==> src/hdl/bcgb_pkg.sv <==
// Package for the buffer capacity growth budget block.
// Holds field widths, reset constants, payload structs, codes and control structs.
// Used by every module in hdl; depends on nothing.
`default_nettype none

package bcgb_pkg;

    // Fixed field widths of the ports
    localparam int FIELD_W = 40;
    localparam int CNT_FIELD_W = 32;

    // Defaults for the top-level parameters
    localparam int DEF_SIZE_WIDTH = 40;
    localparam int DEF_COUNT_WIDTH = 32;

    // Growth step floor and configuration reset values
    localparam logic [FIELD_W-1:0] GROW_FLOOR = FIELD_W'(4096);
    localparam logic [FIELD_W-1:0] BUDGET_RESET = FIELD_W'(268435456);
    localparam logic [FIELD_W-1:0] MINIMUM_RESET = FIELD_W'(4096);

    // Configuration register indexes
    localparam logic CFG_BUDGET = 1'b0;
    localparam logic CFG_MINIMUM = 1'b1;

    // Request types
    localparam logic REQ_CAPACITY = 1'b0;
    localparam logic REQ_RELEASE = 1'b1;

    // Result status codes
    typedef enum logic [1:0] {
        ST_FIT     = 2'd0,
        ST_GROWN   = 2'd1,
        ST_REJECT  = 2'd2,
        ST_RELEASE = 2'd3
    } t_status;

    typedef struct packed {
        logic               req_type;
        logic [FIELD_W-1:0] required_bytes;
    } t_request;

    typedef struct packed {
        t_status                status;
        logic [FIELD_W-1:0]     capacity_bytes;
        logic [FIELD_W-1:0]     peak_bytes;
        logic [CNT_FIELD_W-1:0] rejection_count;
        logic [CNT_FIELD_W-1:0] reallocation_count;
    } t_result;

    // Controller states
    typedef enum logic [1:0] {
        S_IDLE,
        S_EVAL,
        S_GROW
    } t_state;

    // Commands from controller to datapath
    typedef struct packed {
        logic    capture;
        logic    init_next;
        logic    step;
        logic    commit;
        t_status outcome;
    } t_dp_cmd;

    // Status from datapath to controller
    typedef struct packed {
        logic is_release;
        logic fits;
        logic over_budget;
        logic reached;
        logic carry;
    } t_dp_stat;

endpackage

`default_nettype wire

==> src/hdl/buffer_capacity_growth_budget.sv <==
// Buffer capacity growth budget, top level: controller plus datapath.
// Release, fitting and over-budget requests commit in S_EVAL; o_valid is registered
// from the commit. Growing requests pass through S_GROW, where the single adder does
// one growth addition per step until the size is reached or the sum carries. A new
// request is accepted in the cycle the result is strobed. Sync reset clears capacity,
// peak, counters, loads budget 268435456 and minimum 4096; the receiver cannot stall.
`default_nettype none

module buffer_capacity_growth_budget #(
    parameter int SIZE_WIDTH = bcgb_pkg::DEF_SIZE_WIDTH,
    parameter int COUNT_WIDTH = bcgb_pkg::DEF_COUNT_WIDTH
) (
    input  wire                         i_clk,
    input  wire                         i_rst_n,
    input  wire                         i_start,
    output logic                        o_busy,
    input  wire bcgb_pkg::t_request     i_request,
    output logic                        o_valid,
    output bcgb_pkg::t_result           o_result,
    input  wire                         i_cfg_valid,
    output logic                        o_cfg_ready,
    input  wire                         i_cfg_index,
    input  wire [bcgb_pkg::FIELD_W-1:0] i_cfg_data
);
    import bcgb_pkg::*;

    t_dp_cmd  cmd;
    t_dp_stat stat;

    // Configuration transfer is always taken
    assign o_cfg_ready = 1'b1;

    bcgb_ctrl u_ctrl (
        .i_clk   (i_clk),
        .i_rst_n (i_rst_n),
        .i_start (i_start),
        .i_stat  (stat),
        .o_busy  (o_busy),
        .o_cmd   (cmd)
    );

    bcgb_dp #(
        .SIZE_WIDTH  (SIZE_WIDTH),
        .COUNT_WIDTH (COUNT_WIDTH)
    ) u_dp (
        .i_clk       (i_clk),
        .i_rst_n     (i_rst_n),
        .i_request   (i_request),
        .i_cfg_we    (i_cfg_valid & o_cfg_ready),
        .i_cfg_index (i_cfg_index),
        .i_cfg_data  (i_cfg_data),
        .i_cmd       (cmd),
        .o_stat      (stat),
        .o_valid     (o_valid),
        .o_result    (o_result)
    );

endmodule

`default_nettype wire

==> src/hdl/bcgb_dp.sv <==
// Datapath of the buffer capacity growth budget block.
// Holds configuration, capacity state, counters, growth adder and result register.
// Depends on bcgb_pkg; driven by bcgb_ctrl commands.
`default_nettype none

module bcgb_dp #(
    parameter int SIZE_WIDTH = bcgb_pkg::DEF_SIZE_WIDTH,
    parameter int COUNT_WIDTH = bcgb_pkg::DEF_COUNT_WIDTH
) (
    input  wire                                i_clk,
    input  wire                                i_rst_n,
    input  wire bcgb_pkg::t_request            i_request,
    input  wire                                i_cfg_we,
    input  wire                                i_cfg_index,
    input  wire [bcgb_pkg::FIELD_W-1:0]        i_cfg_data,
    input  wire bcgb_pkg::t_dp_cmd             i_cmd,
    output bcgb_pkg::t_dp_stat                 o_stat,
    output logic                               o_valid,
    output bcgb_pkg::t_result                  o_result
);
    import bcgb_pkg::*;

    localparam logic [SIZE_WIDTH-1:0] SZ_ONE = SIZE_WIDTH'(1);
    localparam logic [SIZE_WIDTH-1:0] SZ_FLOOR = SIZE_WIDTH'(GROW_FLOOR);
    localparam logic [COUNT_WIDTH-1:0] CNT_MAX = '1;

    logic [FIELD_W-1:0]     r_budget;
    logic [FIELD_W-1:0]     r_minimum;
    logic [SIZE_WIDTH-1:0]  r_cur;
    logic [SIZE_WIDTH-1:0]  r_peak;
    logic [COUNT_WIDTH-1:0] r_rej;
    logic [COUNT_WIDTH-1:0] r_grow;
    logic [SIZE_WIDTH-1:0]  r_req;
    logic                   r_release;
    logic [SIZE_WIDTH-1:0]  r_next;
    logic                   r_valid;
    t_result                r_result;

    logic [SIZE_WIDTH-1:0]  eff_budget;
    logic [SIZE_WIDTH-1:0]  min_raw;
    logic [SIZE_WIDTH-1:0]  eff_min;
    logic [SIZE_WIDTH-1:0]  half;
    logic [SIZE_WIDTH-1:0]  growth;
    logic [SIZE_WIDTH:0]    sum;
    logic [SIZE_WIDTH-1:0]  capped;
    logic [SIZE_WIDTH-1:0]  n_cur;
    logic [SIZE_WIDTH-1:0]  n_peak;
    logic [COUNT_WIDTH-1:0] n_rej;
    logic [COUNT_WIDTH-1:0] n_grow;
    logic [SIZE_WIDTH-1:0]  out_cap;

    // Clamp budget and minimum
    always_comb begin
        eff_budget = SIZE_WIDTH'(r_budget);
        if (eff_budget == '0) begin
            eff_budget = SZ_ONE;
        end
        min_raw = SIZE_WIDTH'(r_minimum);
        eff_min = (min_raw == '0) ? SZ_ONE : min_raw;
        if (eff_min > eff_budget) begin
            eff_min = eff_budget;
        end
    end

    // One growth step: add max(half, floor), watch the carry
    always_comb begin
        half = r_next >> 1;
        growth = (half < SZ_FLOOR) ? SZ_FLOOR : half;
        sum = {1'b0, r_next} + {1'b0, growth};
        capped = (r_next > eff_budget) ? eff_budget : r_next;
    end

    // Status for the controller
    always_comb begin
        o_stat.is_release = r_release;
        o_stat.fits = (r_req <= r_cur);
        o_stat.over_budget = (r_req > eff_budget);
        o_stat.reached = (r_next >= r_req);
        o_stat.carry = sum[SIZE_WIDTH];
    end

    // Next state values for the committed outcome
    always_comb begin
        n_cur = r_cur;
        n_peak = r_peak;
        n_rej = r_rej;
        n_grow = r_grow;
        out_cap = r_cur;
        unique case (i_cmd.outcome)
            ST_FIT: begin
                out_cap = r_cur;
            end
            ST_REJECT: begin
                if (r_rej != CNT_MAX) begin
                    n_rej = r_rej + COUNT_WIDTH'(1);
                end
            end
            ST_GROWN: begin
                n_cur = capped;
                out_cap = capped;
                if (capped > r_peak) begin
                    n_peak = capped;
                end
                if (r_grow != CNT_MAX) begin
                    n_grow = r_grow + COUNT_WIDTH'(1);
                end
            end
            ST_RELEASE: begin
                n_cur = '0;
                out_cap = '0;
            end
            default: begin
                out_cap = r_cur;
            end
        endcase
    end

    // Configuration registers
    always_ff @(posedge i_clk) begin
        if (!i_rst_n) begin
            r_budget <= BUDGET_RESET;
            r_minimum <= MINIMUM_RESET;
        end else if (i_cfg_we) begin
            if (i_cfg_index == CFG_BUDGET) begin
                r_budget <= i_cfg_data;
            end else begin
                r_minimum <= i_cfg_data;
            end
        end
    end

    // Capacity state and counters
    always_ff @(posedge i_clk) begin
        if (!i_rst_n) begin
            r_cur <= '0;
            r_peak <= '0;
            r_rej <= '0;
            r_grow <= '0;
            r_valid <= 1'b0;
        end else begin
            r_valid <= i_cmd.commit;
            if (i_cmd.commit) begin
                r_cur <= n_cur;
                r_peak <= n_peak;
                r_rej <= n_rej;
                r_grow <= n_grow;
            end
        end
    end

    // Request capture, growth register and result register
    always_ff @(posedge i_clk) begin
        if (i_cmd.capture) begin
            r_req <= SIZE_WIDTH'(i_request.required_bytes);
            r_release <= (i_request.req_type == REQ_RELEASE);
        end
        if (i_cmd.init_next) begin
            r_next <= (eff_min > r_cur) ? eff_min : r_cur;
        end else if (i_cmd.step) begin
            r_next <= sum[SIZE_WIDTH-1:0];
        end
        if (i_cmd.commit) begin
            r_result.status <= i_cmd.outcome;
            r_result.capacity_bytes <= FIELD_W'(out_cap);
            r_result.peak_bytes <= FIELD_W'(n_peak);
            r_result.rejection_count <= CNT_FIELD_W'(n_rej);
            r_result.reallocation_count <= CNT_FIELD_W'(n_grow);
        end
    end

    assign o_valid = r_valid;
    assign o_result = r_result;

endmodule

`default_nettype wire

==> src/hdl/bcgb_ctrl.sv <==
// Controller of the buffer capacity growth budget block.
// Sequences capture, evaluation and the growth loop; issues datapath commands.
// Depends on bcgb_pkg.
`default_nettype none

module bcgb_ctrl (
    input  wire                   i_clk,
    input  wire                   i_rst_n,
    input  wire                   i_start,
    input  wire bcgb_pkg::t_dp_stat i_stat,
    output logic                  o_busy,
    output bcgb_pkg::t_dp_cmd     o_cmd
);
    import bcgb_pkg::*;

    t_state r_state;
    t_state n_state;

    // State register
    always_ff @(posedge i_clk) begin
        if (!i_rst_n) begin
            r_state <= S_IDLE;
        end else begin
            r_state <= n_state;
        end
    end

    // Next state and commands
    always_comb begin
        n_state = r_state;
        o_cmd = '0;
        o_cmd.outcome = ST_FIT;
        o_busy = 1'b1;
        unique case (r_state)
            S_IDLE: begin
                o_busy = 1'b0;
                if (i_start) begin
                    o_cmd.capture = 1'b1;
                    n_state = S_EVAL;
                end
            end
            S_EVAL: begin
                // release first, then fit, then budget check, else grow
                priority if (i_stat.is_release) begin
                    o_cmd.commit = 1'b1;
                    o_cmd.outcome = ST_RELEASE;
                    n_state = S_IDLE;
                end else if (i_stat.fits) begin
                    o_cmd.commit = 1'b1;
                    o_cmd.outcome = ST_FIT;
                    n_state = S_IDLE;
                end else if (i_stat.over_budget) begin
                    o_cmd.commit = 1'b1;
                    o_cmd.outcome = ST_REJECT;
                    n_state = S_IDLE;
                end else begin
                    o_cmd.init_next = 1'b1;
                    n_state = S_GROW;
                end
            end
            S_GROW: begin
                // stop once the size is reached; overflow rejects
                priority if (i_stat.reached) begin
                    o_cmd.commit = 1'b1;
                    o_cmd.outcome = ST_GROWN;
                    n_state = S_IDLE;
                end else if (i_stat.carry) begin
                    o_cmd.commit = 1'b1;
                    o_cmd.outcome = ST_REJECT;
                    n_state = S_IDLE;
                end else begin
                    o_cmd.step = 1'b1;
                end
            end
            default: begin
                n_state = S_IDLE;
            end
        endcase
    end

endmodule

`default_nettype wire
==> config.mk <==
export PLATFORM = sky130hd
export DESIGN_NAME = buffer_capacity_growth_budget
export DESIGN_NICKNAME = d
export VERILOG_FILES = /design/src/hdl/bcgb_pkg.sv /design/src/hdl/buffer_capacity_growth_budget.sv /design/src/hdl/bcgb_dp.sv /design/src/hdl/bcgb_ctrl.sv
export SDC_FILE = /design/constraint.sdc
export NUM_CORES = 1
export LEC_CHECK = 0
export ABC_AREA = 1
export BUFFER_PORTS_ARGS = -buffer_cell sky130_fd_sc_hd__buf_2
export CORE_MARGIN = 2
export CORE_UTILIZATION = 50
export CTS_CLUSTER_DIAMETER = 150
export DETAILED_ROUTE_END_ITERATION = 8
export PLACE_DENSITY = 0.68
export SKIP_CTS_REPAIR_TIMING = 1
export SYNTH_ARGS = -nofsm -noshare
export SYNTH_HDL_FRONTEND = slang
export SYNTH_SLANG_ARGS = --single-unit
==> constraint.sdc <==
create_clock -name i_clk -period 16.9 [get_ports i_clk]
set_input_delay 1.69 -clock i_clk [delete_from_list [all_inputs] [get_ports i_clk]]
set_output_delay 1.69 -clock i_clk [all_outputs]
set_load 0.01 [all_outputs]
==> summary.md <==
| Metric | Value |
|---|---|
| Row cnt | 91 |
| H-tree depth | 2 |
| Clock tree buffer depth | 3 |
| Die X-Extent | about 250 microns |
| Layout area overhead | 9.93% |
| Crit path top cell by count | nand2_1 |
| Count of antenna-violating nets left after detailed routing | 0 |
| Clock-pin slew on the worst setup and hold paths | approximately 0.06 ns |
| Residual DRC count | 0 |
| Setup TNS | 0 ns |
| Worst R2R Setup Slack | approximately 10 ns |
| Worst-Margin Slew | 1.19 ns |
| Clk_lat worst skew | 0.61 ns |
| First-pass GRT wire length | ~150 mm |
| Filler instances | ~6000 |
| Net Count, Synth | roughly 4600 |
| Post-synthesis mux area share | 0% |
| Hold Path Class | register to register |
| Routed wire per std cell | 19.6 microns |
| Post-route insts no fill | 5104 |
| Boundary Pins | 235 |
| CP max-delay cell | nor4_1 |
| Number of antenna diodes | 0 |
| Placer congestion estimate | 0.986 |
| Vias per inst | roughly 5.6 |
| Commonest non-fill, non-tap cell in the layout | nand2_1 |
| RR Startpoint | u_dp.min_raw[28]$_SDFFE_PN0P_ |
| Worst setup slack after layout | 10.41 ns |
| Synth Register Bits | 454 |
| Vias in the first global route | roughly 26000 |
| Initial Util | 50.3% |
| TritonCTS clock tree | yes |
| FMAX | 154 MHz |
| Yosys warns | 0 |
| Tcrit/Tclk final | between 30% and 40% |
| Seq/Total Area, Yosys | a little under two fifths |
| Synth cell types | just over 50 |
| Post-synthesis async set-or-reset flop share | 0% |
| Post-synth EDFFs | between 200 and 250 |
| Core outline area | 0.0615 sq mm |
| Cell Pwr Density | between 100 and 150 mW/mm^2 |
| Post-synth top flop | edfxtp_1 |
| Final Hold Fails | 0 |
| Slew HR | 20.4% |
| Die height | 253 microns |
| GRT Util Overall | between 30% and 40% |
| XOR/XNOR Fraction of Synth Area | 1.08% |
| Final count of negative-setup-slack endpoints | 0 |
| Worst clock skew | 0.0233 ns |
| Synth Cell Area | around 0.031 sq mm |
| Post-synthesis cell count | about 4200 |
| Critical path class | register to register |
| Post-Synth Adder-Cell Area | 13.2% |
| Post-Route WL | 100 mm |
| Max-slew violation count | 0 |
| Max Cap Violations | 0 |
| PortBufs | ~230 |
| RSZ-0062 raised after global routing | false |
| Vias after detailed routing | 28300 |
| Crit end category | register |
| Synth Area in Compound Gates | 11.0% |
| Crit. Startpoint | u_dp.min_raw[28]$_SDFFE_PN0P_ |
| Clk root buf | clkbuf_16 |
| Post-layout nets | 4682 |
| Global route overflow | 0 |
| Drt first-iter violations | 2566 |
| Status | finished, final reports clean |
| LEAKAGE | 15.4 nW |
| Placed Instances | approximately 5000 |
| Total CTS buffers | 52 |
| CP max stage delay | 0.88 ns |
| CP startpoint kind | register |
| Worst EP arrival | 6.95 ns |
| Syn avg cell area | 7.44 sq um |
| Worst EP required | roughly 17 ns |
| # clock sinks | 454 |
| DP Worst Slack | 10.75 ns |
| Fin crit period | 6.49 ns |
| Layout cells sized above 1 | 11.9% |
| Commonest cells after routing, fill and taps aside | nand2_1, inv_1, a21oi_1 |
| Worst VDD drop | 0.0772 mV |
| CP max FO | 41 |
| Drt pass-1 iters | 5 |
| Largest net degree at the start of global routing | 85 |
| Post-DP HPWL | a little under 80 mm |
| HP Start | u_dp.min_raw[31]$_SDFFE_PN0P_ |
| Post-Synth Simple-Gate Area | a little under 30% |
| DIE AREA | 0.0639 sq mm |
| Largest family of logic cells by synthesized area | simple AND/OR/NAND/NOR gates |
| Initial antenna violation count | 1 |
-- kinds of logic (layout without fill, tap and decap cells) --
group,count (synthesis),count (layout)
AO/OA/AOI/OAI,610,610
AND/OR/NAND/NOR,2090,2090
buffers and inverters,640,796
XOR/XNOR,38,38
flip-flops,454,454
other,1,1
adder cells (fa/ha/maj),325,325
-- synthesized netlist by cell type (7+ instances only) --
cell type  instances  area (sq um)
o21ai_0          159           796
xnor2_1            7          61.3
a21oi_2           53           464
nor4_1            44           275
ha_1             324          4050
dfxtp_1          227          4540
buf_12             7           140
a21o_1            11          82.6
nand3_1          291          1460
xor2_1            31           272
nand2_2           71           444
and2_1            79           494
clkbuf_1         152           571
nor2_1           220           826
a21oi_1          341          1710
o21bai_1          11          82.6
nor3_1            39           195
nand2_1         1218          4570
edfxtp_1         227          6820
nand4_1           81           507
buf_2             23           115
inv_1            439          1650
buf_6             11           124
or2_2             25           156
a21boi_0           7          52.6
o211ai_1           7          52.6
-- layer usage --
metal  share of wire (%)  GRT usage (%)  routed length (microns)  vias up
li1                    -              -                        -    14000
met1                  44           42.0                    43700    13000
met2                  44           47.6                    43600     1076
met3                 7.3           4.81                     7310      241
met4                 5.3           14.6                     5340        2
met5               0.012              0                       12        -
-- critical path, delay by kind of cell (launching register included) --
family	cells	cell delay, ns
buffers and inverters	4	1.40
and+or+nand+nor	21	3.76
DFF	1	0.33
adders and majority gates	2	0.62
AOI/OAI and AO/OA	1	0.16
-- state kept, by name (all words and copies together), names as in the netlist --
signal,flops
u_dp.o_result,146
u_dp.r_peak,40
u_dp.r_budget,40
u_dp.min_raw,40
u_dp.r_release,1
u_dp.r_rej,32
u_dp.r_grow,32
u_dp.r_next,40
u_dp.r_req,40
u_dp.r_cur,40
u_ctrl.r_state,2
u_dp.o_valid,1
-- path summary, 6_finish.rpt --
kind | end | cells past startpoint
setup / recovery | u_dp.r_next[12]$_DFFE_PP_ | 28
setup reg to reg | u_dp.r_next[12]$_DFFE_PP_ | 28
hold reg to reg | u_dp.min_raw[31]$_SDFFE_PN0P_ | 2
hold / removal | u_dp.min_raw[31]$_SDFFE_PN0P_ | 2
-- through the flow --
stage                     hold WS (ns)  util (%)  power (mW)  cell area (sq um)
final                            0.498      55.3        3.43              34000
after global routing             0.520      55.3        3.62              34000
after CTS                        0.496      55.3        3.43              34000
after detailed placement         0.485      52.5        2.29              32300
after global placement           0.477      52.5        2.28              32300
after floorplan                  0.455         -        2.00              30900
-- where the power goes --
part,leakage (nW),switching [mW],internal (mW)
logic,10.6,0.672,0.325
registers,3.96,0.0612,1.23
clock network,0.830,0.486,0.652
-- area by class of cell --
cell class | instances | area, sq um | area share [%]
clock inverters | 31 | 295 | 0.868
multi-input cells | 3064 | 16900 | 49.8
clock buffers | 66 | 1400 | 4.13
repair buffers | 258 | 1350 | 3.98
flip-flops and latches | 454 | 11400 | 33.4
well taps | 790 | 988 | 2.91
inverters | 441 | 1670 | 4.90
Note: power is estimated with default switching activity, not from simulation.
